--- config.mk ---
export PLATFORM = sky130hd
export DESIGN_NAME = cvs_ram
export DESIGN_NICKNAME = d
export VERILOG_FILES = /design/src/sv/cvs_ram.sv
export SDC_FILE = /design/constraint.sdc
export NUM_CORES = 2
export LEC_CHECK = 0
export CAP_MARGIN = 15
export CORE_UTILIZATION = 52
export CTS_CLUSTER_SIZE = 8
export DETAILED_ROUTE_END_ITERATION = 7
export DONT_BUFFER_PORTS = 1
export PLACE_DENSITY = 0.64
export SYNTH_ARGS = -nofsm -noshare
export SYNTH_HDL_FRONTEND = slang
export SYNTH_SLANG_ARGS = --single-unit
--- constraint.sdc ---
create_clock -name i_clk -period 2.6 [get_ports i_clk]
set_input_delay 0.13 -clock i_clk [delete_from_list [all_inputs] [get_ports i_clk]]
set_output_delay 0.13 -clock i_clk [all_outputs]
set_load 0.01 [all_outputs]
--- src/sv/cvs_ram.sv ---
// cvs_ram: generic single-write, single-read ram with registered read data
// no dependencies
`timescale 1ns / 1ps
module cvs_ram #(
    parameter int WIDTH = 16,
    parameter int DEPTH = 256
) (
    input  logic                                   i_clk,
    input  logic                                   i_we,
    input  logic [(DEPTH > 1 ? $clog2(DEPTH) : 1)-1:0] i_waddr,
    input  logic [WIDTH-1:0]                       i_wdata,
    input  logic [(DEPTH > 1 ? $clog2(DEPTH) : 1)-1:0] i_raddr,
    output logic [WIDTH-1:0]                       o_rdata
);

    logic [WIDTH-1:0] r_mem [DEPTH];
    logic [WIDTH-1:0] r_rdata;

    // write port and registered read port
    always_ff @(posedge i_clk) begin
        if (i_we) begin
            r_mem[i_waddr] <= i_wdata;
        end
        r_rdata <= r_mem[i_raddr];
    end

    assign o_rdata = r_rdata;

endmodule

Word level (Yosys, flattened, before mapping)
Memory sizes are Yosys's and may differ from the RTL's. A register that Yosys moved wholly into a read port is not among the register bits.
Index checks and enable logic that the tools add are counted.
{"block": "totals", "n_memories": 1, "regBits": 0, "output_inout_bits": 16, "inputBits": 34, "wordCells": 3, "ram_bits": 4096}
{"memory": "r_mem", "words": 256, "word_bits": 16, "rd": 1, "rd_clocked_by_memory_dff": 1, "write_ports": 1, "line": "16", "source": "logic [WIDTH-1:0] r_mem [DEPTH];"}
{"block": "classes", "n_mux": 2}
{"op": "1-bit two-way mux", "count": 2}

Depth between registers and ports, before layout
{"block": "logic_depth", "ltp_word": 2, "depth_mapped": 12, "mapped_depth_nobuf": 6}

Worst setup path before layout
No wires, ideal clock.
{"block": "synth_path", "path_type": "input to register", "start": "input port i_waddr[3] (netlist name)", "end": "memory r_mem[235][0], enable pin", "path_stages": 6, "setup_time_ns": 0.388, "arrival_ns": 1.907, "required_time_ns": 2.212, "slack_ns": 0.305, "path_cell_list": "clkbuf_1 -> nor2b_1 -> clkbuf_1 -> nand4_1 -> clkbuf_1 -> nor2_1"}
{"element": "from (decl)", "line": "10", "source": "input logic [(DEPTH > 1 ? $clog2(DEPTH) : 1)-1:0] i_waddr,"}
{"element": "to (decl)", "line": "16"}
Straight into the memory's write port.

==> summary.txt <==
Status -> finished, violations left
Synth area leader -> edfxtp_1
Max FO, Critical Path -> 13
Static Leak -> 60.0 nW
DRT Pass-1 Iters -> 8
First-pass GRT wire length -> 607000 µm
H-tree depth -> 6
Pre-CTS WS -> -1.11 ns
CTS Buf Count -> 584
Hold_buf cts -> 40
F_max -> 376 MHz
Critical path class -> primary input to flip-flop
Core ar. -> 303000 µm²
DRT iter0 DRCs -> 11151
Power per cell area -> 795 nW/µm²
Die H -> 554 µm
Cell Area, Synth -> 159000 µm²
DR WL/cell -> 34.8 µm
Die footprint -> 307000 µm²
Total power -> 147 mW
Syn nets -> 7394
Sequential Power Share -> 49.9%
Relative slew slack -> 8.44%
Slew Viols, Final -> 0
Highest-count cells in the layout ignoring fill and taps -> 4096 x edfxtp_1, 797 x mux4_2, 713 x buf_4
Synth Register Bits -> 4112
Crit path arrival time -> 3.53 ns
Final WL -> 432000 µm
Max stage delay on crit path -> 1.05 ns
Hold Crit Depth -> 0
Startpoint types -> primary input
Port Buffers -> 0
Primary FF master, synth -> edfxtp_1
Number of synthesis warnings -> 0
Final min period -> 2.66 ns
Crit-path leading delay family -> simple AND/OR/NAND/NOR gates
Commonest non-fill, non-tap cell in the layout -> edfxtp_1
Slowest cell on crit path -> dlygate4sd3_1
Vias per cell -> 6.62
DRT antenna net count -> 0
Clock Skew -> 0.0731 ns
Drt drc -> 0
Final setup violation count -> 2
Int Pwr -> 116 mW
Placed cells -> 11666
Crit-path cells -> dlygate4sd3_1, nand2_1, or3_1, a2111oi_0, a21oi_1, buf_4, nand3_1, nor4_1
Fin worst setup slack -> -0.0599 ns
Post-CTS setup buffer count -> 0
Mapped Cells -> 7360
Seq/Total Area, Yosys -> 77.7%
Vias in the first global route -> 81300
Hold WS -> -0.768 ns
WP data required -> 3.47 ns
Share of layout cells above drive strength 1 -> 29.4%
Hold Fails Final Rpt -> 3899
Via count -> 82093
Layout area overhead -> 16.7%
Clock Tree Buf Depth -> 4
EDFF count, synth -> 4096
Top cell type's share of synthesized area -> 77.5%
Worst slew pin tran -> 1.37 ns
CTS tree -> built
GRT Total Usage -> 27.8%
Syn Area/Cell -> 21.6 µm²
CP bufs+invs -> 2
Worst-Skew Late Latency -> 1.06 ns
Worst R2R Path Depth -> 6
Hold Crit Class -> primary input to flip-flop
Die width -> 554 µm
Gpl congestion -> 0.881
Gr ovfl total -> 0
Peak supply drop -> 0.000744 V
Failing checks -> hold timing, setup timing
Period utilisation layout -> 102%
IO Count -> 50
Clock power share -> 46.1%
Maxcap violations -> 0
Clock root cell -> clkbuf_16
Top post-synthesis cells by area -> edfxtp_1 77%, mux4_2 11%, mux2i_1 3.6%
CP endpoint kind -> flip-flop
Util after Layout -> 61.1%
Net Switching -> 31.0 mW
Clock Pin Slew Worst Setup and Hold Paths -> 0.05 ns
Post-DP HPWL -> 234000 µm
Async SR Flop Fraction -> 0%
TritonCTS Sinks -> 4112
Initial antenna violation count -> 27
Initial Util -> 52.3%
Fin cells -> 12406
Combinational Power Share -> 4.0%
Largest net degree at the start of global routing -> 738
Critical path depth -> 8
Netlist cell types -> 52
Final layout net count -> 8355
Num rows -> 202
Switching Share -> 21.0%
cell families after synthesis:
kind of cell    count (synthesis)  share of synthesized area (%)
flops                        4112                           77.7
mux                          1450                           15.5
compound gates                786                           3.54
simple gates                  556                           1.57
buf+inv                       456                           1.69
layout make-up:
type | instances | area, µm²
fillers | 20759 | 118000
inverters | 4 | 27.5
well taps | 3978 | 4980
flip-flops and latches | 4112 | 123000
diodes | 16 | 40.0
clock inverters | 57 | 1400
repair buffers | 827 | 7350
multi-input cells | 2792 | 33300
clock buffers | 620 | 14800
metal layers:
| metal | up-vias | GRT usage (%) | part of all wire [%] |
|---|---|---|---|
| li1 | 32981 | - | - |
| met1 | 43669 | 40.0 | 40 |
| met2 | 4699 | 43.0 | 47 |
| met3 | 738 | 5.70 | 10 |
| met4 | 6 | 9.21 | 3.4 |
| met5 | - | 0 | 0.0095 |
power groups by stage:
stage / sequential, mW / clock [mW] / combinational [mW]
after floorplan: 74.5 / 0 / 3.60
after global placement: 74.6 / 0 / 5.38
after detailed placement: 74.7 / 0 / 5.40
after CTS: 73.4 / 68.8 / 5.67
after global routing: 73.4 / 71.4 / 6.16
final: 73.5 / 67.8 / 5.95
sequential cells by signal, indices dropped and copies added (netlist names):
signal   cells
o_rdata     16
r_mem     4096
path summary, 6_finish.rpt:
check,slack [ns],endpoint,start
worst max-delay path,-0.06,o_rdata[11],i_raddr[6]
worst min-delay path,-0.77,r_mem[240][0],i_wdata[0]
worst max register to register,0.03,o_rdata[3],r_mem[59][3]
worst min register to register,1.10,o_rdata[1],r_mem[232][1]
cell usage after synthesis, drive strengths merged, types with 9 or more instances:
| cell | count |
|---|---|
| and3 | 11 |
| dfxtp | 16 |
| nor2 | 304 |
| o21ai | 38 |
| a22o | 32 |
| nor3 | 92 |
| a22oi | 43 |
| a21oi | 175 |
| nand3 | 35 |
| mux2 | 88 |
| nor2b | 9 |
| buf | 222 |
| mux4 | 797 |
| edfxtp | 4096 |
| a211oi | 18 |
| o31ai | 16 |
| o22ai | 148 |
| clkbuf | 230 |
| mux2i | 565 |
| o221ai | 253 |
| nand2 | 38 |
| nand4 | 26 |
| a221oi | 28 |
| o32ai | 21 |
| nor4 | 18 |
timing repair:
item	4_1_cts	5_1_grt
pin swaps	1	1
endpoints found under the hold margin	7342	4096
gates resized for setup	20	5
gates cloned	0	3
setup endpoints to repair	10	16
metrics by stage:
| stage | setup TNS (ns) | instance area, µm² |
|---|---|---|
| final | -0.0708 | 185000 |
| after global routing | -0.0208 | 185000 |
| after CTS | 0 | 185000 |
| after detailed placement | -11.73 | 168000 |
| after global placement | -12.86 | 168000 |
| after floorplan | 0 | 159000 |
Power figures use the tool's default switching activity.
